## src/design/swm_pkg.sv

```systemverilog
// shared types and constants of the sliding-window median core
package swm_pkg;

    localparam int WINDOW_MAX = 64;
    localparam int DATA_W     = 32;
    localparam int OUT_W      = 33;
    localparam int IDX_W      = $clog2(WINDOW_MAX);
    localparam int CNT_W      = $clog2(WINDOW_MAX + 1);
    localparam int SIZE_W     = 7;
    localparam int ADDR_W     = 2;
    localparam int PDATA_W    = 32;
    localparam int OUT_BYTES_W = ((OUT_W + 7) / 8) * 8;

    localparam logic [SIZE_W-1:0] SIZE_RESET = SIZE_W'(3);
    localparam logic [ADDR_W-1:0] REG_WINDOW_SIZE = ADDR_W'(0);

    // value and age held by one cell
    typedef struct packed {
        logic signed [DATA_W-1:0] val;
        logic [IDX_W-1:0]         age;
    } swm_tap_t;

    // window with the leaving sample taken out, as seen at one position
    typedef struct packed {
        logic signed [DATA_W-1:0] val;
        logic [IDX_W-1:0]         age;
        logic                     gt;
    } swm_link_t;

    // broadcast to every cell
    typedef struct packed {
        logic signed [DATA_W-1:0] sample;
        logic                     upd;
        logic                     full;
        logic [IDX_W-1:0]         k_m1;
        logic [CNT_W-1:0]         n_kept;
    } swm_ctrl_t;

    // from the register block
    typedef struct packed {
        logic              wr;
        logic [CNT_W-1:0]  k;
        logic [IDX_W-1:0]  k_m1;
    } swm_cfg_t;

endpackage

```

## src/design/swm_cfg.sv

```systemverilog
// register block: window size register and its effective value
module swm_cfg
(
    input  logic                           clk,
    input  logic                           rst_n,
    input  logic                           psel,
    input  logic                           penable,
    input  logic                           pwrite,
    input  logic [swm_pkg::ADDR_W-1:0]     paddr,
    input  logic [swm_pkg::PDATA_W-1:0]    pwdata,
    output logic [swm_pkg::PDATA_W-1:0]    prdata,
    output logic                           pready,
    output swm_pkg::swm_cfg_t              cfg
);

    logic [swm_pkg::SIZE_W-1:0] size_reg;
    logic [swm_pkg::SIZE_W-1:0] size_next;
    logic                       wr_en;
    logic [swm_pkg::CNT_W-1:0]  k_eff;

    assign pready = 1'b1;
    assign wr_en  = psel && penable && pwrite && pready
                    && (paddr == swm_pkg::REG_WINDOW_SIZE);

    // register write
    always_comb
    begin
        size_next = size_reg;
        if (wr_en)
        begin
            size_next = pwdata[swm_pkg::SIZE_W-1:0];
        end
    end

    always_ff @(posedge clk or negedge rst_n)
    begin
        if (!rst_n)
        begin
            size_reg <= swm_pkg::SIZE_RESET;
        end
        else
        begin
            size_reg <= size_next;
        end
    end

    // read back
    always_comb
    begin
        prdata = '0;
        if (paddr == swm_pkg::REG_WINDOW_SIZE)
        begin
            prdata = swm_pkg::PDATA_W'(size_reg);
        end
    end

    // zero acts as one, anything above the cell count as the cell count
    always_comb
    begin
        if (size_reg == '0)
        begin
            k_eff = swm_pkg::CNT_W'(1);
        end
        else if (swm_pkg::CNT_W'(size_reg) > swm_pkg::CNT_W'(swm_pkg::WINDOW_MAX))
        begin
            k_eff = swm_pkg::CNT_W'(swm_pkg::WINDOW_MAX);
        end
        else
        begin
            k_eff = swm_pkg::CNT_W'(size_reg);
        end
    end

    assign cfg.wr   = wr_en;
    assign cfg.k    = k_eff;
    assign cfg.k_m1 = swm_pkg::IDX_W'(k_eff - swm_pkg::CNT_W'(1));

endmodule

```

## config.mk

```make
export PLATFORM = sky130hd
export DESIGN_NAME = swm_cfg
export DESIGN_NICKNAME = d
export VERILOG_FILES = /design/src/design/swm_pkg.sv /design/src/design/swm_cfg.sv
export SDC_FILE = /design/constraint.sdc
export NUM_CORES = 1
export LEC_CHECK = 0
export ABC_AREA = 1
export BUFFER_PORTS_ARGS = -buffer_cell sky130_fd_sc_hd__buf_2
export CORE_MARGIN = 4
export CORE_UTILIZATION = 30
export CTS_CLUSTER_SIZE = 16
export DETAILED_ROUTE_END_ITERATION = 16
export PLACE_DENSITY = 0.8
export SYNTH_ARGS = -nofsm -noshare
export SYNTH_HDL_FRONTEND = slang
export SYNTH_SLANG_ARGS = --single-unit
```

## constraint.sdc

```tcl
create_clock -name clk -period 2 [get_ports clk]
set_clock_uncertainty 0.2 [all_clocks]
set_input_delay 0.4 -clock clk [delete_from_list [all_inputs] [get_ports clk]]
set_output_delay 0.4 -clock clk [all_outputs]
set_load 0.02 [all_outputs]
```

==> summary by stage, run 1 <==
Place
Routability-driven placement finished with a final weighted congestion of 0.749. Once placement completed, the tool counted placed cells totaling 171. The placed wire-length estimate is 1370 um. The number of input and output port buffers inserted is 34. The post-placement cell area is 891 um^2.

Floorplan
The die covers 3310 um^2. After floorplanning, the core was sized to cover 2280 um^2. The x dimension of the die is 57.5 um. In this run the count of I/O pins placed on the die edge is 86. The number of rows created at floorplan is 17.

The die outline height is 57.5 um. The initial standard-cell utilization of the core is 32.3%.

Synth
During synthesis, Yosys emitted a total of 0 warnings. The per-instance average area after synthesis is 6.88 um^2. In the synthesized netlist the dominant register cell turns out to be dfrtp_1. The commonest cells after synthesis are buf_4, nand2_1, nor2_1, inv_1, o21ai_0. In this run, synthesis produced a sequential element count of 7. Yosys attributes the largest share of cell area to buf_4, dfrtp_1, nand2_1, dfstp_2, nor2_1. The async set-or-reset flop fraction in the synthesized netlist is 100%. Sequential cells were found to cover 24.1% of the synthesized design area. The cell taking the most area after synthesis is buf_4. The most common cell in the synthesized netlist is buf_4.

The number of different library cells in the post-synthesis netlist is 20. Synthesis produced 107 cells. The summed instance area of the synthesized netlist is 736 um^2. The count of flip-flops with a built-in enable after synthesis is 0.

The share of the synthesized area in the top cell type is 28.6%.

Timing
Setup repair after global routing could not meet its margin everywhere. For the final routed database, the setup TNS stands at -0.722 ns. The count of final hold-check violations is 0.

The post-layout worst setup margin is -0.165 ns. The final count of negative-setup-slack endpoints is 8. The worst hold slack after final layout is 0.159 ns. The routed design could run at a clock period as short as 2.16 ns. The number of pins with negative max-slew slack in the final report is 0. After layout, the worst path uses 108% of the clock period.

The peak clock frequency supported by timing is 0.462 GHz.

Global route
Entering global routing, the biggest net connects 16 pins. The number of antenna violations at the first check in global routing was 0. The total global routing overflow is 0. The via count of the first global-routing pass was 640.

Across every metal layer, demand over resource in global routing totals 10.4%. The first global-routing pass estimated 2640 um of wire.

Finish
The area growth from synthesis to layout is 42.2%. Of the cells placed in the final design, the portion with a size suffix greater than 1 is 49.3%. Cells fill 46.0% of the core in the end.

The register with the most flip-flops in the layout has 7 of them. The layout has 244 filler cells. The final instance area is 1050 um^2.

For this run, the post-layout net count is 193. The count of non-filler cells in the finished layout is 180. The antenna diode count is 0.

Routing
Dividing the detail-routed via count by the number of cells gives 3.89. The first-pass iteration count of the detailed router is 4. The detailed router's first-iteration violation count is 11. In this run the remaining antenna-violating nets after routing total 0. The routed wirelength normalized by instance count is 9.33 um.

Summing over every cut layer, the via total after detailed routing is 701. The remaining routing DRC violations is 0. The total wire length after detailed routing is 1680 um.

CTS
The number of clock sinks seen by CTS is 7. The number of buffers on the longest clock path is 2. The number of CTS-inserted buffers is 3.

The number of H-tree branching levels is 1. The clock-pin transition on the worst setup and hold timing paths is 0.05 ns. TritonCTS built the clock tree. Clock latency on the worst-skew pair, taken at its later pin, is 0.25 ns. The clock tree root buffer cell is clkbuf_4.

Worst setup path
On the worst path, the slowest cell contributes a delay of 0.53 ns. The maximum fanout encountered on the critical timing path is 3. The worst setup path is of the reg -> out kind.

The type of element launching the critical path is a flip-flop. The data required time of the critical path is 1.40 ns. STA classifies the critical path endpoint as a primary output. The signal arrival time at the worst endpoint is 1.56 ns.

Walking the worst path, the cells encountered are nor2_2, nand2_2, nor2_4, nor2_4, ha_4, nand3_2, nand2_1, nand2_1, buf_6. Among all stages on the critical path, the largest delay is contributed by dfstp_2.

Power
The leakage power figure is 0.000596 uW. The peak ir drop on the vdd network is 0.000446 V. The power density over the cells is 1070 nW/um^2.

Job
The number of max-cap violations is 0.

Status
The flow ran to the end, but the final reports show violations. The final reports fail on negative setup slack.

Hold path
The worst hold path belongs to the class in -> reg.
## final cells by class
cell class	instances	area [um^2]	share of cell area (%)
Multi-Input combinational cell	79	427	40.8
Tap cell	28	35.0	3.35
Inverter	15	58.8	5.62
Clock buffer	4	26.3	2.51
Timing Repair Buffer	47	320	30.6
Sequential cell	7	179	17.1
## cells in the final DEF, fill, tap and decap left out, drive strengths merged
| cell type | n |
|---|---|
| conb | 26 |
| clkbuf | 4 |
| xnor2 | 1 |
| nor2 | 19 |
| inv | 15 |
| nand4 | 2 |
| dfrtp | 5 |
| dlygate4sd3 | 1 |
| nand3 | 4 |
| ha | 1 |
| nand2 | 18 |
| o21ai | 7 |
| dfstp | 2 |
| buf | 46 |
| nor3 | 1 |
## repair_timing
item | 4_1_cts | 5_1_grt
endpoints found under the hold margin | 7 | 0
endpoints found under the setup margin | 7 | 8
resized for setup | 18 | 12
hold buffers | 1 | 0
pin swaps | 7 | 8
setup buffers | 2 | 2
## per-stage QoR
stage	setup WS, ns	total power, uW
after floorplan	0.00803	678
after global placement	-0.00793	810
after detailed placement	-0.0455	825
after CTS	-0.181	1060
after global routing	-0.275	1210
final	-0.165	1120
## report_power, final
part	leakage (uW)	switching (uW)	internal (uW)
combinational	0.000501	439	338
sequential	0.0000796	27.2	184
clock	0.0000150	50.9	76.0
## routing by layer
metal / GRT usage (%) / vias to the layer above / share of wire (%)
met3: 2.26 / 4 / 9.9
met4: 6.95 / 0 / 1.8
met5: 0 / - / 0
met2: 17.4 / 41 / 51
li1: - / 360 / -
met1: 11.8 / 296 / 37
## logic make-up (layout without fill, tap and decap cells)
kind of cell / count (synthesis) / count (layout) / share of synthesized area, %
buffers and inverters: 45 / 66 / 38.6
XOR/XNOR: 1 / 1 / 1.19
other: 2 / 26 / 1.02
flip-flops: 7 / 7 / 24.1
AND/OR/NAND/NOR: 44 / 44 / 28.6
adder cells (fa/ha/maj): 1 / 1 / 1.70
AO/OA/AOI/OAI: 7 / 7 / 4.76
## worst paths after layout
kind,startpoint,to,slack (ns),cells after the start
setup / recovery,size_reg[1],cfg[4],-0.16,9
hold / removal,pwdata[2],size_reg[2],0.16,3
setup reg to reg,size_reg[0],size_reg[0],0.84,3
hold reg to reg,size_reg[1],size_reg[1],0.41,2
max in group asynchronous,rst_n,size_reg[0],1.07,2
min in group asynchronous,rst_n,size_reg[5],0.30,2
## worst max-delay path, delay by kind of cell, from the launching register on
kind                     cells  cell delay [ns]
adder cells (fa/ha/maj)      1             0.18
buffers and inverters        1             0.13
flip-flops                   1             0.53
AND/OR/NAND/NOR              7             0.47
Note: power is estimated with default switching activity, not from simulation.
==> run 2: changes to the inputs <==
--- a/config.mk
+++ b/config.mk
@@ -7,7 +7,6 @@
 export LEC_CHECK = 0
 export ABC_AREA = 1
 export BUFFER_PORTS_ARGS = -buffer_cell sky130_fd_sc_hd__buf_2
-export CORE_MARGIN = 4
 export CORE_UTILIZATION = 30
 export CTS_CLUSTER_SIZE = 16
 export DETAILED_ROUTE_END_ITERATION = 16
==> constraint.sdc (replaced) <==
create_clock -name clk -period 2 [get_ports clk]
set_clock_uncertainty 0.2 [all_clocks]
set_input_delay 0.3 -clock clk [delete_from_list [all_inputs] [get_ports clk]]
set_output_delay 0.3 -clock clk [all_outputs]
set_load 0.02 [all_outputs]
==> summary by stage, run 2 (synthesis gave the netlist of run 1 again) <==
Status
The run finished, with violations left. The final reports fail on negative setup slack.

Routing
The count of nets left with antenna violations once routing finished came out at 0. The first-pass iteration count of the detailed router is 4. After the first detailed-routing iteration, the DRC count stood at 8.

The routed wirelength normalized by instance count is 8.50 um. The total wire length after detailed routing is 1490 um. In the routed layout, each cell is associated on average with a via count of 4.05. The remaining routing DRC violations is 0. The detailed router placed 708 vias in this run.

Job
The number of max-cap violations is 0.

Global route
The via count of the first global-routing pass was 612. The global-route wire length before repair is 2430 um. The number of antenna violations at the first check in global routing is 0. Global routing used 12.7% of the available tracks across all layers. After global routing the overflow that remains totals 0. Entering global routing, the biggest net connects 15 pins.

Hold path
The worst hold path begins at pwdata[2]. The worst hold path passes through 3 cells. The end point of the worst hold path is size_reg[2]. The worst hold path class is in -> reg.

Floorplan
After floorplanning, the core was divided into 17 placement rows. Measured along the y axis, the die boundary spans 51.5 um. The total area inside the core boundary comes to 2250 um^2.

For this design the top-level I/O count stands at 86. Once the floorplan was initialized, standard cells occupied 32.6% of the core. The floorplan step set the die width to 51.5 um. The total die area is 2650 um^2.

Finish
After the last flow step, the layout net total stands at 188. After routing the design area is 981 um^2. The area occupied by registers is 179 um^2. The area growth from synthesis to layout is 33.3%. In the layout the commonest cells are buf_2, conb_1, nand2_1.

The commonest non-fill, non-tap cell in the layout is buf_2. The fraction of layout instances using a drive strength above 1 is 44.9%. The number of flip-flops under the largest register name is 7. The antenna diode count is 0. The final-layout fill cell count is 244.

The multi-input combinational cells in the finished layout cover a total of 422 um^2.

CTS
TritonCTS built the clock tree. The number of H-tree branching levels is 1. In this run the clock root is driven by a clkbuf_4. Clock latency on the worst-skew pair, taken at its later pin, is 0.25 ns.

The clock-pin transition on the worst setup and hold timing paths is 0.05 ns. For this design, the sink count on the clock tree is 7. The number of buffers on the longest clock path is 2. Clock tree synthesis inserted a total of 3 buffers.

Worst setup path
The signal arrival time at the worst endpoint is 1.57 ns. The startpoint identified for the worst register-to-register timing path is size_reg[0]. Walking the worst path, the cells encountered are nor2_4, nand2_2, nor2_4, nor2_4, ha_4, nand3_2, nand2_1, nand2_1, buf_6. The data required time of the critical path is 1.50 ns. The critical path capture point type is a primary output. The path type of the worst setup path is reg -> out. Tracing the worst setup path back leads to its startpoint at size_reg[0].

Counting cells, the worst reg-to-reg path comes to 2. The most frequent cell on the critical path is nor2_4. On the critical path, the stage with the largest delay is an instance of dfstp_2. For this run, the slowest stage of the critical path takes 0.55 ns. The worst setup path is launched from a flip-flop. Of all nets on the critical path, the largest fanout is 3.

In this run the register-to-register setup slack is 0.90 ns. The end of the worst register-to-register path is size_reg[0].

Timing
Setup repair after global routing could not meet its margin everywhere. In the post-route analysis, the smallest setup slack over all paths is -0.0742 ns. The number of pins with negative max-slew slack in the final report came to 0. The share of the cycle needed by the critical path after routing is 104%. Setup violations remaining at the end of the flow were counted as 5.

The count of final hold-check violations came to 0. The routed design could run at a clock period as short as 2.07 ns. Static timing analysis puts the maximum clock frequency at 0.482 GHz. In the final timing run, aggregate negative setup slack is -0.234 ns.

Place
The post-placement worst setup slack is 0.0573 ns. At the end of routability-driven placement, the weighted congestion stood at 0.696. The placed wire-length estimate is 1180 um. The post-placement cell area is 846 um^2. The count of buffers added on input and output ports is 34.

Power
The completed layout was analyzed and its total power is 1020 uW. The worst-case IR drop observed on VDD is 0.000562 V. The power density over the cells is 1040 nW/um^2. In this run the static leakage power is 0.000565 uW.
## run 2: final cells by class
class,instances,share of cell area (%)
Clock buffer,4,2.68
Inverter,15,5.99
Multi-Input combinational cell,79,43.0
Sequential cell,7,18.2
Tap cell,28,3.57
Timing Repair Buffer,42,26.5
## run 2: critical path: cells and delay by family (launching register included)
| family | cells | cell delay, ns |
|---|---|---|
| buf+inv | 1 | 0.13 |
| flops | 1 | 0.55 |
| fa+ha+maj | 1 | 0.18 |
| simple gates | 7 | 0.48 |
## run 2: layer usage
layer  GRT usage [%]  wire length, um  up-vias
li1                -                -      346
met1            13.6              609      313
met2            21.6              747       45
met3            2.92              113        4
met4            9.46               17        0
met5               0                0        -
## run 2: worst max path at each step
stage               slack (ns)  cells after the start      to
floorplan                 0.04                      7  cfg[4]
global placement           0.1                      8  cfg[4]
detailed placement        0.06                      8  cfg[4]
CTS                      -0.11                      9  cfg[4]
global route             -0.15                      8  cfg[4]
finish                   -0.07                      9  cfg[4]
## run 2: metrics by stage
stage / utilization (%) / hold slack [ns] / std cells
2_1_floorplan: - / -0.196 / 131
3_3_place_gp: 37.5 / -0.0687 / 167
3_5_place_dp: 37.5 / -0.0668 / 167
4_1_cts: 42.0 / 0.0570 / 174
5_1_grt: 43.5 / 0.0714 / 175
6_report: 43.5 / 0.0574 / 175
## run 2: report_power, final
group / internal (uW) / switching (uW) / leakage [uW]
Clock: 76.0 / 49.8 / 0.0000150
Combinational: 271 / 408 / 0.000471
Sequential: 185 / 34.3 / 0.0000796
## run 2: what timing repair did
item,4_1_cts,5_1_grt
endpoints found under the setup margin,5,5
hold endpoints to repair,7,0
hold buffers,1,0
resized for setup,14,7
pin swaps,7,5
setup buffers,2,1
==> run 3: changes to the inputs <==
==> constraint.sdc (replaced) <==
create_clock -name clk -period 2.6 [get_ports clk]
set_clock_uncertainty 0.2 [all_clocks]
set_input_delay 0.39 -clock clk [delete_from_list [all_inputs] [get_ports clk]]
set_output_delay 0.39 -clock clk [all_outputs]
set_load 0.02 [all_outputs]
==> summary by stage, run 3 (synthesis gave the netlist of run 1 again) <==
Status
The flow ran to the end, and the final reports show no timing, DRC or antenna violations.

Floorplan
The number of primary I/O pins is 86. The die outline height is 51.5 um. The total die area is 2650 um^2. The die is 51.5 um wide.

The initial utilization of the core area, before any placement, comes to 32.6%. The core region area is 2250 um^2. The number of rows created at floorplan is 17.

Place
Before CTS, the worst setup slack after placement is 0.492 ns. The routability congestion estimate is 0.689. The number of input and output port buffers inserted is 34. The placed wire-length estimate is 1120 um.

CTS
The TritonCTS clock tree is built. The clock tree root buffer cell is clkbuf_4. The number of buffers on the longest clock path is 2.

At the later pin of the worst-skew pair, clock insertion delay measures 0.24 ns. In this run the number of H-tree levels came out at 1. The number of clock buffers added by TritonCTS is 3. In this run the post-CTS setup repair buffer count came out at 0. The number of clock sinks seen by CTS is 7. The clock-pin transition on the worst setup and hold timing paths is 0.05 ns.

Routing
The highest layer touched by signal routing is met4. The met3 wire length is 119 um. The detail route stage leaves a number of antenna-violating nets equal to 0. In the detailed route, the total length drawn on met2 is 534 um. Summed over all layers, the routed wires come to 1240 um. The detailed router's first-iteration violation count is 12.

The wire length on met1 is 553 um. The detailed router placed 619 vias in this run. In the final routed layout, each cell accounts on average for 7.40 um. The via-per-instance ratio is 3.68. The first-pass iteration count of the detailed router is 4. The remaining routing DRC violations is 0.

Worst setup path
The biggest cell delay along the critical path is 0.49 ns. STA classifies the critical path startpoint as a flip-flop. The highest-delay cell along the critical path is dfrtp_1. Of all nets on the critical path, the largest fanout is 8. Data arrives at the worst endpoint at 1.77 ns. The critical path goes through inv_4, nand2_2, nor2_2, nor2_1, ha_1, nand3_1, nand2_1, nand2_1, buf_2. STA classifies the critical path endpoint as a primary output.

The path type of the worst setup path is reg -> out. The most frequent cell on the critical path is nand2_1. STA puts the critical path data required time at 2.01 ns. The number of cells on the worst reg-to-reg path is 2. The reg2reg setup slack is 1.55 ns.

Power
The worst-case IR drop observed on VDD is 0.000383 V. Power spread over the standard cell area amounts to 780 nW/um^2. Summed over all cells, the static leakage comes to 0.000508 uW.

Global route
Entering global routing, the biggest net connects 16 pins. The total global routing overflow is 0. The first global-routing pass estimated 1850 um of wire. The number of antenna violations at the first check in global routing is 0. Across every metal layer, demand over resource in global routing totals 10.1%. The via count of the first global-routing pass is 461.

Finish
The area growth from synthesis to layout is 14.5%. In the layout the commonest cells are buf_2, conb_1, nand2_1. The post-route netlist has 35.7% of its cells at a drive strength greater than 1. The final layout net count is 181. The commonest non-fill, non-tap cell in the layout is buf_2. The final cell utilization of the core is 37.3%. The register with the most flip-flops in the layout has 7 of them. Fill cells in the final layout number 267.

The number of antenna diodes in the final layout is 0.

Timing
Based on the critical path, the design can be clocked at up to 0.424 GHz. Setup violations remaining at the end of the flow were counted as 0. The smallest clock period supported by the final layout is computed as 2.36 ns. The number of pins with negative max-slew slack in the final report is 0. In the finished design, the share of the clock period the worst path needs comes to 90.7%. The worst path meets setup with 0.242 ns of slack.

For the final routed database, the setup TNS stands at 0 ns. Setup repair after global routing left no endpoint under its margin. The count of final hold-check violations is 0.

Hold path
The worst hold path class is in -> reg. The worst hold path was traced through 3 stages.

Job
The number of max-cap violations is 0.
-- run 3: metrics by stage --
step                      total power (uW)  cell area [um^2]  std cells  hold WS (ns)
after floorplan                        501               826        131        -0.106
final                                  657               842        168         0.157
after global routing                   717               842        168         0.145
after CTS                              665               842        168         0.151
after detailed placement               569               806        163        0.0226
after global placement                 561               806        163        0.0206
-- run 3: layout make-up --
type,count,area [um^2],area share (%)
flip-flops and latches,7,178,21.1
inverters,15,58.8,6.98
well taps,28,35.0,4.16
repair buffers,35,180,21.4
multi-input cells,79,364,43.2
clock buffers,4,26.3,3.12
-- run 3: worst max-delay path, delay by kind of cell, from the launching register on --
family	cells	cell delay (ns)
buffers and inverters	2	0.27
flip-flops	1	0.49
adder cells (fa/ha/maj)	1	0.25
AND/OR/NAND/NOR	6	0.52
-- run 3: worst paths after layout --
check                                 start     endpoint
worst max-delay path            size_reg[6]       cfg[4]
worst min-delay path              pwdata[5]  size_reg[5]
worst max register to register  size_reg[6]  size_reg[6]
worst min register to register  size_reg[0]  size_reg[0]
max in group asynchronous             rst_n  size_reg[1]
min in group asynchronous             rst_n  size_reg[2]
-- run 3: metal layers --
layer / vias up / track usage (%)
met5: - / 0
met4: 0 / 10.8
met3: 2 / 1.75
met2: 37 / 14.7
met1: 248 / 11.8
li1: 332 / -
-- run 3: where the power goes --
part | switching, uW | internal, uW
Clock | 34.9 | 58.2
Sequential | 23.5 | 140
Combinational | 274 | 126
Total | 332 | 325
-- run 3: repair_timing --
item | CTS | global route
hold endpoints to repair | 7 | 0
gates resized for setup | 0 | 0
hold buffers | 1 | 0
