File: src/design/swm_pkg.sv
// shared types and constants of the sliding-window median core
package swm_pkg;

    localparam int WINDOW_MAX = 64;
    localparam int DATA_W     = 32;
    localparam int OUT_W      = 33;
    localparam int IDX_W      = $clog2(WINDOW_MAX);
    localparam int CNT_W      = $clog2(WINDOW_MAX + 1);
    localparam int SIZE_W     = 7;
    localparam int ADDR_W     = 2;
    localparam int PDATA_W    = 32;
    localparam int OUT_BYTES_W = ((OUT_W + 7) / 8) * 8;

    localparam logic [SIZE_W-1:0] SIZE_RESET = SIZE_W'(3);
    localparam logic [ADDR_W-1:0] REG_WINDOW_SIZE = ADDR_W'(0);

    // value and age held by one cell
    typedef struct packed {
        logic signed [DATA_W-1:0] val;
        logic [IDX_W-1:0]         age;
    } swm_tap_t;

    // window with the leaving sample taken out, as seen at one position
    typedef struct packed {
        logic signed [DATA_W-1:0] val;
        logic [IDX_W-1:0]         age;
        logic                     gt;
    } swm_link_t;

    // broadcast to every cell
    typedef struct packed {
        logic signed [DATA_W-1:0] sample;
        logic                     upd;
        logic                     full;
        logic [IDX_W-1:0]         k_m1;
        logic [CNT_W-1:0]         n_kept;
    } swm_ctrl_t;

    // from the register block
    typedef struct packed {
        logic              wr;
        logic [CNT_W-1:0]  k;
        logic [IDX_W-1:0]  k_m1;
    } swm_cfg_t;

endpackage

File: src/design/swm_cell.sv
// one cell of the sorted chain: holds a value and its age in the window
module swm_cell
(
    input  logic                       clk,
    input  logic [swm_pkg::IDX_W-1:0]  pos,
    input  swm_pkg::swm_ctrl_t         ctrl,
    input  logic                       below_dead,
    input  swm_pkg::swm_tap_t          right_tap,
    input  swm_pkg::swm_link_t         left_link,
    input  logic                       left_en,
    output swm_pkg::swm_tap_t          tap,
    output swm_pkg::swm_link_t         link,
    output logic                       dead
);

    logic signed [swm_pkg::DATA_W-1:0] val_reg;
    logic signed [swm_pkg::DATA_W-1:0] val_next;
    logic [swm_pkg::IDX_W-1:0]         age_reg;
    logic [swm_pkg::IDX_W-1:0]         age_next;
    logic                              shift_down;
    logic                              kept_valid;
    logic signed [swm_pkg::DATA_W-1:0] w_val;
    logic [swm_pkg::IDX_W-1:0]         w_age;

    assign tap.val = val_reg;
    assign tap.age = age_reg;

    // this cell holds the sample that leaves the window
    assign dead = ctrl.full && (pos <= ctrl.k_m1) && (age_reg == ctrl.k_m1);

    // close the gap left by the leaving sample
    assign shift_down = below_dead || dead;
    assign w_val      = shift_down ? right_tap.val : val_reg;
    assign w_age      = shift_down ? right_tap.age : age_reg;
    assign kept_valid = swm_pkg::CNT_W'(pos) < ctrl.n_kept;

    assign link.val = w_val;
    assign link.age = w_age;
    assign link.gt  = !kept_valid || (w_val > ctrl.sample);

    // insert the new sample at its sorted place
    always_comb
    begin
        val_next = val_reg;
        age_next = age_reg;
        if (ctrl.upd)
        begin
            if (left_en && left_link.gt)
            begin
                val_next = left_link.val;
                age_next = left_link.age + swm_pkg::IDX_W'(1);
            end
            else if (link.gt)
            begin
                val_next = ctrl.sample;
                age_next = '0;
            end
            else
            begin
                val_next = w_val;
                age_next = w_age + swm_pkg::IDX_W'(1);
            end
        end
    end

    always_ff @(posedge clk)
    begin
        val_reg <= val_next;
        age_reg <= age_next;
    end

endmodule

File: config.mk
export PLATFORM = sky130hd
export DESIGN_NAME = swm_cell
export DESIGN_NICKNAME = d
export VERILOG_FILES = /design/src/design/swm_pkg.sv /design/src/design/swm_cell.sv
export SDC_FILE = /design/constraint.sdc
export NUM_CORES = 1
export LEC_CHECK = 0
export ABC_AREA = 1
export BUFFER_PORTS_ARGS = -buffer_cell sky130_fd_sc_hd__buf_4
export CAP_MARGIN = 20
export CORE_ASPECT_RATIO = 1.1
export CORE_MARGIN = 4
export CORE_UTILIZATION = 51
export DETAILED_ROUTE_END_ITERATION = 6
export PLACE_DENSITY = 0.92
export RECOVER_POWER = 50
export SLEW_MARGIN = 30
export SYNTH_ARGS = -nofsm -noshare
export SYNTH_HDL_FRONTEND = slang
export SYNTH_SLANG_ARGS = --single-unit
File: constraint.sdc
create_clock -name clk -period 6.9 [get_ports clk]
set_clock_uncertainty 0.05 [all_clocks]
set_input_delay 0.345 -clock clk [delete_from_list [all_inputs] [get_ports clk]]
set_output_delay 0.345 -clock clk [all_outputs]
set_load 0.02 [all_outputs]
==> results.md, run 1 <==
* Run status: finished with violations
* Violated checks: capacitance limit, slew limit
* CP Capture Type: output port
* Area added between synthesis and finish at 36.38%
* Global-route wire length before repair at 21.44 mm
* Max Freq at 0.1968 GHz
* Maximum number of pins on one net before global-route repair at 43
* Main combinational cell family by area after synthesis: simple AND/OR/NAND/NOR gates
* I/O Pins at 211
* Routed wire length at 13.38 mm
* Area taken by multi-input logic gates at 2439 µm²
* Average size of a mapped cell at 6.657 µm²
* Number of antenna violations at the first check in global routing at 0
* Number of nets in the layout at 1015
* Setup repair after global routing missed its margin: false
* Total of buffers placed on input and output ports at 210
* Share of synthesized cell area in full adder, half adder and majority cells at 13.24%
* Post-CTS setup repair buffer count at 0
* Average wire per cell in the routed design at 14.15 µm
* Vias in the first global route at 4838
* Multiplexer area fraction after synthesis at 0%
* # hold bufs at CTS at 0
* Clock latency reported for the late side of the worst-skew pair at 0.28 ns
* TritonCTS buffer count at 5
* Post-synthesis instance area at 4254 µm²
* Longest Clk Path Bufs at 2
* Area fraction of the dominant cell type after synthesis at 26.82%
* Leakage Power at 3.336 nW
* Core box area at 8040 µm²
* Detail Route Antenna Nets at 0
* Main area contributors after synthesis: sky130_fd_sc_hd__edfxtp_1 (27%), sky130_fd_sc_hd__nand2_1 (18%), sky130_fd_sc_hd__ha_1 (13%), sky130_fd_sc_hd__inv_1 (12%), sky130_fd_sc_hd__nand3_1 (9.3%)
* Proportion of layout cells with a drive suffix above 1 at 23.75%
* Clock slew seen by the registers of the worst setup and hold paths at 0.08 ns
* Portion of the post-synthesis area used by sequential elements at 26.82%
* Time the final worst path needs with I/O delays and setup at 5.081 ns
* CP startpoint kind: flip-flop
* Pwr Density at 178.3 nW/µm²
* Tightest Hold Check Type: input port to flip-flop
* Path type of the worst setup path: flip-flop to output port
* Crit Path Max Fanout at 42
* Worst EP required at 6.50 ns
* Leading cell types in the layout, fill and taps excluded: sky130_fd_sc_hd__nand2_1 (205), sky130_fd_sc_hd__buf_4 (175), sky130_fd_sc_hd__inv_1 (135), sky130_fd_sc_hd__nand3_1 (79), sky130_fd_sc_hd__ha_1 (45)
* Synthesized-area fraction occupied by ao, oa, aoi and oai cells at 11.29%
* Max reg flops at 32
* Placement Rows at 34
* H-tree levels at 2
* Data arrival time at the worst-slack endpoint at 4.69 ns
* Die height at 103.8 µm
* Detailed-route via count at 4822
* Setup_tns at 0 ns
* DP Area at 5842 µm²
* Fin. max-slew vios at 39
* Floorplan die area at 9868 µm²
* Post-route cell area at 5802 µm²
* Starting density of the core at 52.91%
* Number of design rule violations left after detail routing at 0
* Cell taking the most area after synthesis: sky130_fd_sc_hd__edfxtp_1
* Number of design-rule violations left by the first detailed-router iteration at 272
* Max-capacitance violation count at 1
* Xor-xnor portion of the synthesized cell area at 0.4118%
* First drt pass iteration count at 4
* Post-cts resize count at 0
* Number of antenna repair diodes at 0
* Ratio of routed vias to standard cells at 5.097
* Fraction of the mapped netlist area in simple logic gates at 32.26%
* Final setup vio count at 0
* Hpwl dp at 10.60 mm
* Slew at the pin closest to its max-slew limit at 2.290 ns
* Normalized max-slew margin at -52.65%
* Final period utilization at 73.64%
* Weighted congestion reported at the end of routability-driven placement at 0.8722
* Distinct cell type count after synthesis at 32
* Area taken by flip-flops and latches at 1141 µm²
* Maximum ir drop on the vdd rail at 122.5 µV
* CTS root buffer: sky130_fd_sc_hd__clkbuf_8
* TritonCTS clock tree: done
* Synthesized netlist cell count at 639
* Global-route usage over all layers at 26.10%
* Register-to-Register Path Depth at 22
* Worst Hold Depth at 3
* Warnings from Yosys at 0
* Flip-flop and latch count after synthesis at 38
* TritonCTS Sinks at 38
* DIE WIDTH at 95.08 µm
* Number of nets in the synthesized netlist at 817
* Grt ovf at 0
* Most common cell after layout, fill and taps aside: sky130_fd_sc_hd__nand2_1
* Final hold violations at 0
* Fill cell count at 669
-- report_power, final --
group | internal [W] | switching (W)
Combinational | 0.000203 | 0.000321
Clock | 0.000107 | 0.0000851
Sequential | 0.000300 | 0.0000196
-- metal layers --
metal / up-vias / routed length [µm] / global-route usage, %
met2: 229 / 6643 / 46.72
li1: 2419 / - / -
met5: - / 0 / 0
met4: 0 / 337 / 8.866
met3: 30 / 1079 / 3.843
met1: 2144 / 5324 / 31.04
-- metrics by stage --
step / util (%) / worst slack, ns / hold slack, ns / instances / power [W]
2_1_floorplan: - / 3.417 / 0.4075 / 639 / 0.0006616
3_3_place_gp: 72.66 / 2.096 / 0.5661 / 938 / 0.0008490
3_5_place_dp: 72.66 / 1.939 / 0.5706 / 938 / 0.0008690
4_1_cts: 74.01 / 1.878 / 0.2686 / 946 / 0.001064
5_1_grt: 72.16 / 1.338 / 0.2664 / 946 / 0.001110
6_report: 72.16 / 1.819 / 0.2780 / 946 / 0.001035
-- logic make-up after synthesis --
group,Yosys count
xor gates and xnor gates,2
DFF,38
adders and majority gates,45
AOI/OAI and AO/OA,75
and+or+nand+nor,318
buffers and inverters,161
-- Yosys cell counts (all sizes together) --
library cell and number:
nor2 19, edfxtp 38, nand2 213, o22ai 1, xor2 1, nand3 80
nor3b 1, xnor2 1, ha 45, clkinv 1, inv 137, o21bai 2
a211oi 1, a21boi 1, a21o 1, a21oi 21, nand4 3, clkbuf 6
o21ai 15, buf 17, nor3 2, o21a 33
-- critical path: stages (launching register included) --
cell	delay, ns
sky130_fd_sc_hd__edfxtp_1	0.46
sky130_fd_sc_hd__nand2_1	0.10
sky130_fd_sc_hd__o21ai_1	0.06
sky130_fd_sc_hd__nor2_1	0.08
sky130_fd_sc_hd__nand2_1	0.06
sky130_fd_sc_hd__nor2_1	0.13
sky130_fd_sc_hd__nand2_2	0.09
sky130_fd_sc_hd__nand2_2	0.44
sky130_fd_sc_hd__buf_4	0.49
sky130_fd_sc_hd__o21a_1	0.19
sky130_fd_sc_hd__inv_1	0.06
sky130_fd_sc_hd__ha_1	0.33
sky130_fd_sc_hd__nand2_1	0.10
sky130_fd_sc_hd__nor2_2	0.13
sky130_fd_sc_hd__nand2_1	0.11
sky130_fd_sc_hd__nor3b_2	0.20
sky130_fd_sc_hd__nand2_1	0.09
sky130_fd_sc_hd__nand3_1	0.12
sky130_fd_sc_hd__nand3_4	0.37
sky130_fd_sc_hd__nand2_4	0.49
sky130_fd_sc_hd__buf_4	0.22
-- worst paths after layout --
check / start / to / slack, ns
worst min-delay path: left_link[18] / val_reg[11] / 0.28
worst max register to register: age_reg[4] / val_reg[13] / 2.16
worst min register to register: val_reg[0] / val_reg[0] / 0.82
worst max-delay path: age_reg[4] / link[0] / 1.82
-- cell type report --
cell class                 instances  area share, %
timing repair buffer             214          25.17
multi-input combinational        440          42.03
tap                              108          2.329
clock buffer                       5          1.186
clock inverter                     3         0.6901
inverter                         138          8.928
sequential                        38          19.67
(Power assumes the default switching activity.)
==> run 2, diff against run 1 <==
CORE_UTILIZATION = 43   (was 51)
PLACE_DENSITY = 0.83   (was 0.92)
clock period = 4.3 ns   (was 6.9 ns; I/O delays follow)
==> run 2 against run 1 <==
The flow still finishes with violations (capacitance limit, slew limit). Register-to-register slack worse by 1.6 ns. Final area up 1.5%. Core utilization fell by 10 points. Highest routed layer unchanged. Via count is 2.8% lower. First-iteration DRC count shrank 43%. Sequential cell count did not move. Hold slack lost 0.14 ns. Wire length rose by 3.2%. Sequential share of layout area is 0.29 points lower. Final cell count rose by 1.7%. Clock power rose by 31%.
==> results.md, run 2 (same netlist as run 1, synthesis figures left out) <==
* Run status: finished with violations
* Violated checks: capacitance limit, slew limit
* Detail Route Antenna Nets at 0
* Cell repeated most along the worst path: sky130_fd_sc_hd__nand2_1
* Leading cell types in the layout, fill and taps excluded: sky130_fd_sc_hd__nand2_1 (205), sky130_fd_sc_hd__buf_4 (176), sky130_fd_sc_hd__inv_1 (135), sky130_fd_sc_hd__nand3_1 (79), sky130_fd_sc_hd__ha_1 (45)
* Number of design-rule violations left by the first detailed-router iteration at 155
* Hpwl dp at 10.78 mm
* Crit Path Max Fanout at 27
* Core box area at 9490 µm²
* Highest-delay cell along the critical path: sky130_fd_sc_hd__edfxtp_1
* Number of nets in the layout at 1022
* Grt ovf at 0
* Global-route wire length before repair at 21.21 mm
* TritonCTS Sinks at 38
* Area added between synthesis and finish at 38.44%
* Data arrival time at the worst-slack endpoint at 3.52 ns
* Final setup vio count at 0
* Vias in the first global route at 4725
* Leakage Power at 3.371 nW
* CTS root buffer: sky130_fd_sc_hd__clkbuf_8
* Clock slew seen by the registers of the worst setup and hold paths at 0.08 ns
* Normalized max-slew margin at -51.40%
* H-tree levels at 2
* CP Capture Type: output port
* TritonCTS buffer count at 5
* Maximum ir drop on the vdd rail at 192.3 µV
* Tightest Hold Check Type: input port to flip-flop
* Slew at the pin closest to its max-slew limit at 2.271 ns
* Max Freq at 0.2641 GHz
* Setup repair after global routing missed its margin: false
* Placement Rows at 37
* Most common cell after layout, fill and taps aside: sky130_fd_sc_hd__nand2_1
* Worst EP required at 4.03 ns
* Final period utilization at 88.06%
* Hold_ws at 0.1376 ns
* TritonCTS clock tree: done
* PnR worst setup slack at 0.5134 ns
* Post-route non-filler standard cell count at 962
* Power consumption at 0.001643 W
* Setup_tns at 0 ns
* Pwr Density at 278.9 nW/µm²
* Ratio of routed vias to standard cells at 4.874
* Total of buffers placed on input and output ports at 210
* Longest Clk Path Bufs at 2
* First drt pass iteration count at 4
* Number of antenna repair diodes at 0
* Max reg flops at 32
* Detailed-route via count at 4689
* Peak per-stage delay on the critical path at 0.46 ns
* Clock latency reported for the late side of the worst-skew pair at 0.29 ns
* Floorplan die area at 11550 µm²
* Path type of the worst setup path: flip-flop to output port
* Number of design rule violations left after detail routing at 0
* DIE WIDTH at 102.8 µm
* Weighted congestion reported at the end of routability-driven placement at 0.9017
* Routed wire length at 13.81 mm
* I/O Pins at 211
* Global-route usage over all layers at 22.68%
* Pre-CTS worst setup slack at 0.2815 ns
* Maximum number of pins on one net before global-route repair at 48
* Time the final worst path needs with I/O delays and setup at 3.787 ns
* Average wire per cell in the routed design at 14.36 µm
* Fin. max-slew vios at 39
* CP startpoint kind: flip-flop
* Die height at 112.3 µm
* Max-capacitance violation count at 1
* Number of placed instances, taps included at 950
* Number of antenna violations at the first check in global routing at 0
* Final hold violations at 0
* Proportion of layout cells with a drive suffix above 1 at 24.14%
* Starting density of the core at 44.83%
## run 2: cell count changes in the layout (fill, tap and decap cells not counted)
cell                        change
sky130_fd_sc_hd__nand2_8        +1
sky130_fd_sc_hd__clkinv_1       +1
sky130_fd_sc_hd__buf_12         +2
sky130_fd_sc_hd__clkbuf_1       +1
sky130_fd_sc_hd__bufinv_16      -1
sky130_fd_sc_hd__clkinv_2       -1
sky130_fd_sc_hd__buf_8          +1
sky130_fd_sc_hd__nand3_2        +1
sky130_fd_sc_hd__buf_6          +1
sky130_fd_sc_hd__buf_4          +1
## run 2: worst max-delay path: cells and delay by family (launching register included)
kind,cells,cell delay [ns]
fa+ha+maj,1,0.26
buf+inv,3,0.53
flops,1,0.46
compound gates,1,0.13
simple gates,21,1.85
## run 2: layer usage
| metal | GRT usage (%) | wire (µm) | vias to the layer above | share of wire, % |
|---|---|---|---|---|
| met5 | 0 | 0 | - | 0 |
| met3 | 4.910 | 1118 | 22 | 8.1 |
| met1 | 26.51 | 5547 | 2065 | 40 |
| met2 | 41.21 | 6891 | 174 | 50 |
| li1 | - | - | 2428 | - |
| met4 | 5.959 | 254 | 0 | 1.8 |
## run 2: where the power goes
group | leakage (nW) | internal (W) | switching [W]
combinational | 2.95 | 0.000351 | 0.000529
sequential | 0.376 | 0.000481 | 0.0000307
clock | 0.0426 | 0.000112 | 0.000139
## run 2: cell type report
class | instances | area [µm²]
fill | 922 | 3601
multi-input combinational | 442 | 2469
timing repair buffer | 219 | 1534
sequential | 38 | 1141
inverter | 138 | 518.0
tap | 117 | 146.4
clock buffer | 6 | 72.57
clock inverter | 2 | 8.758
## run 2: final timing paths
kind / startpoint / end / slack (ns) / cells past startpoint
worst max-delay path: age_reg[5] / link[0] / 0.51 / 26
worst min-delay path: left_link[33] / val_reg[26] / 0.14 / 3
worst max register to register: age_reg[5] / age_reg[5] / 0.54 / 29
worst min register to register: val_reg[24] / val_reg[24] / 0.83 / 5
## run 2: metrics by stage
stage	cell area (µm²)	util, %
after global placement	5881	61.96
after floorplan	4254	-
final	5889	62.06
after detailed placement	5896	62.12
after global routing	5889	62.06
after CTS	5977	62.98
## run 2: timing repair
item | CTS | global route
resized for setup | 0 | 2
hold buffers | 0 | 0
setup endpoints to repair | 0 | 35
endpoints found under the hold margin | 0 | 0
setup buffers | 0 | 2
==> run 3, diff against run 2 <==
RECOVER_POWER = not set   (was 50)
==> run 3 against run 2 <==
The run now ends clean. Total power is 2.3% higher. Count of clock-buffer cells in the layout stayed put. First-iteration DRC count is 3.2% higher. Sequential cell count stayed put. Core utilization is 1.6 points higher.
==> results.md, run 3 (same netlist as run 1, synthesis figures left out) <==
* Run status: finished clean
* Fin. max-slew vios at 0
* Area taken by flip-flops and latches at 1141 µm²
* Sum of routed wire segments on met1 at 5.494 mm
* Detailed-route via count at 4690
* Detail Route Antenna Nets at 0
* Max reg flops at 32
* TritonCTS Sinks at 38
* Proportion of layout cells with a drive suffix above 1 at 28.88%
* Number of antenna repair diodes at 0
* Global-route wire length before repair at 21.21 mm
* Utilization after layout at 63.63%
* Clock latency reported for the late side of the worst-skew pair at 0.29 ns
* Detail Route met2 WL at 6.905 mm
* Maximum number of pins on one net before global-route repair at 48
* Placement Rows at 37
* Number of design-rule violations left by the first detailed-router iteration at 160
* Crit Path Max Fanout at 47
* CTS root buffer: sky130_fd_sc_hd__clkbuf_8
* Worst EP required at 4.03 ns
* Top Layer Used: met4
* Longest Clk Path Bufs at 2
* Core box area at 9490 µm²
* Setup_tns at 0 ns
* Clock slew seen by the registers of the worst setup and hold paths at 0.08 ns
* Pwr Density at 278.4 nW/µm²
* Tightest Hold Check Type: input port to flip-flop
* Time the final worst path needs with I/O delays and setup at 3.759 ns
* Max-capacitance violation count at 0
* Floorplan die area at 11550 µm²
* Area taken by multi-input logic gates at 2471 µm²
* Starting density of the core at 44.83%
* Data arrival time at the worst-slack endpoint at 3.49 ns
* Final setup vio count at 0
* Number of nets in the layout at 1022
* H-tree levels at 2
* Die height at 112.3 µm
* Setup repair after global routing missed its margin: false
* Average wire per cell in the routed design at 14.35 µm
* Grt ovf at 0
* Slew at the pin closest to its max-slew limit at 0.6144 ns
* TritonCTS clock tree: done
* Normalized max-slew margin at 58.78%
* Vias in the first global route at 4725
* Routed wire length on met3 at 1.158 mm
* Maximum ir drop on the vdd rail at 194.1 µV
* Area added between synthesis and finish at 41.94%
* Path type of the worst setup path: flip-flop to output port
* Hpwl dp at 10.78 mm
* Weighted congestion reported at the end of routability-driven placement at 0.9017
* TritonCTS buffer count at 5
* Global-route usage over all layers at 22.68%
* DIE WIDTH at 102.8 µm
* CP startpoint kind: flip-flop
* Most common cell after layout, fill and taps aside: sky130_fd_sc_hd__buf_4
* Leakage Power at 3.514 nW
* Fill cell count at 879
* I/O Pins at 211
* Ratio of routed vias to standard cells at 4.875
* First drt pass iteration count at 4
* Leading cell types in the layout, fill and taps excluded: sky130_fd_sc_hd__buf_4 (215), sky130_fd_sc_hd__nand2_1 (205), sky130_fd_sc_hd__inv_1 (135), sky130_fd_sc_hd__nand3_1 (79), sky130_fd_sc_hd__ha_1 (45)
* CP Capture Type: output port
* Final period utilization at 87.42%
* Total of buffers placed on input and output ports at 210
* Number of antenna violations at the first check in global routing at 0
* Final hold violations at 0
* Max Freq at 0.2660 GHz
* Routed wire length at 13.81 mm
* Number of design rule violations left after detail routing at 0
[run 3: final cells by class]
type / instances / area share (%)
Clock buffer: 6 / 1.202
Tap cell: 117 / 2.424
Sequential cell: 38 / 18.90
Multi-Input combinational cell: 442 / 40.92
Inverter: 138 / 8.579
Timing Repair Buffer: 219 / 27.83
Clock inverter: 2 / 0.1450
[run 3: path summary, 6_finish.rpt]
| check | from | endpoint | slack (ns) | cells past startpoint |
|---|---|---|---|---|
| max | age_reg[5] | link[0] | 0.54 | 22 |
| min | left_link[22] | val_reg[15] | 0.14 | 3 |
| max reg2reg | age_reg[5] | val_reg[6] | 0.56 | 25 |
| min reg2reg | val_reg[24] | val_reg[24] | 0.83 | 5 |
[run 3: power breakdown]
group / switching (W) / total [W] / leakage [nW] / internal [W]
registers: 0.0000317 / 0.000512 / 0.376 / 0.000480
logic: 0.000528 / 0.000918 / 3.10 / 0.000390
clock network: 0.000139 / 0.000251 / 0.0426 / 0.000112
[run 3: what timing repair did]
item	4_1_cts	5_1_grt
hold buffers	0	0
setup endpoints to repair	0	35
setup buffers	0	2
resized for setup	0	2
[run 3: worst max-delay path: stages, from the launching register on]
cell,delay (ns)
sky130_fd_sc_hd__edfxtp_1,0.46
sky130_fd_sc_hd__nand2_1,0.13
sky130_fd_sc_hd__nand2_1,0.06
sky130_fd_sc_hd__nor2_1,0.09
sky130_fd_sc_hd__nand2_1,0.08
sky130_fd_sc_hd__nor2_2,0.13
sky130_fd_sc_hd__nand2_2,0.08
sky130_fd_sc_hd__nand2_2,0.10
sky130_fd_sc_hd__buf_12,0.22
sky130_fd_sc_hd__nand2_1,0.07
sky130_fd_sc_hd__o21a_1,0.12
sky130_fd_sc_hd__inv_1,0.10
sky130_fd_sc_hd__ha_1,0.25
sky130_fd_sc_hd__a21oi_1,0.16
sky130_fd_sc_hd__o21ai_0,0.09
sky130_fd_sc_hd__a21oi_1,0.13
sky130_fd_sc_hd__nand2_1,0.09
sky130_fd_sc_hd__nand2_1,0.09
sky130_fd_sc_hd__nand2_1,0.06
sky130_fd_sc_hd__nand2_1,0.16
sky130_fd_sc_hd__nand3_4,0.16
sky130_fd_sc_hd__nand2_8,0.18
sky130_fd_sc_hd__buf_4,0.17
[run 3: metrics by stage]
step	std cells	worst slack [ns]	cell area, µm²	hold WS (ns)	total power, W
after floorplan	639	0.9475	4254	0.2775	0.001062
after global placement	949	0.3604	5881	0.4354	0.001383
after detailed placement	950	0.2815	5896	0.4398	0.001403
after CTS	958	0.1034	5977	0.1322	0.001653
after global routing	962	0.1053	6038	0.1326	0.001809
final	962	0.5410	6038	0.1389	0.001681
[run 3: layer usage]
layer	track usage [%]	up-vias
li1	-	2428
met5	0	-
met4	5.959	0
met1	26.51	2054
met2	41.21	186
met3	4.910	22
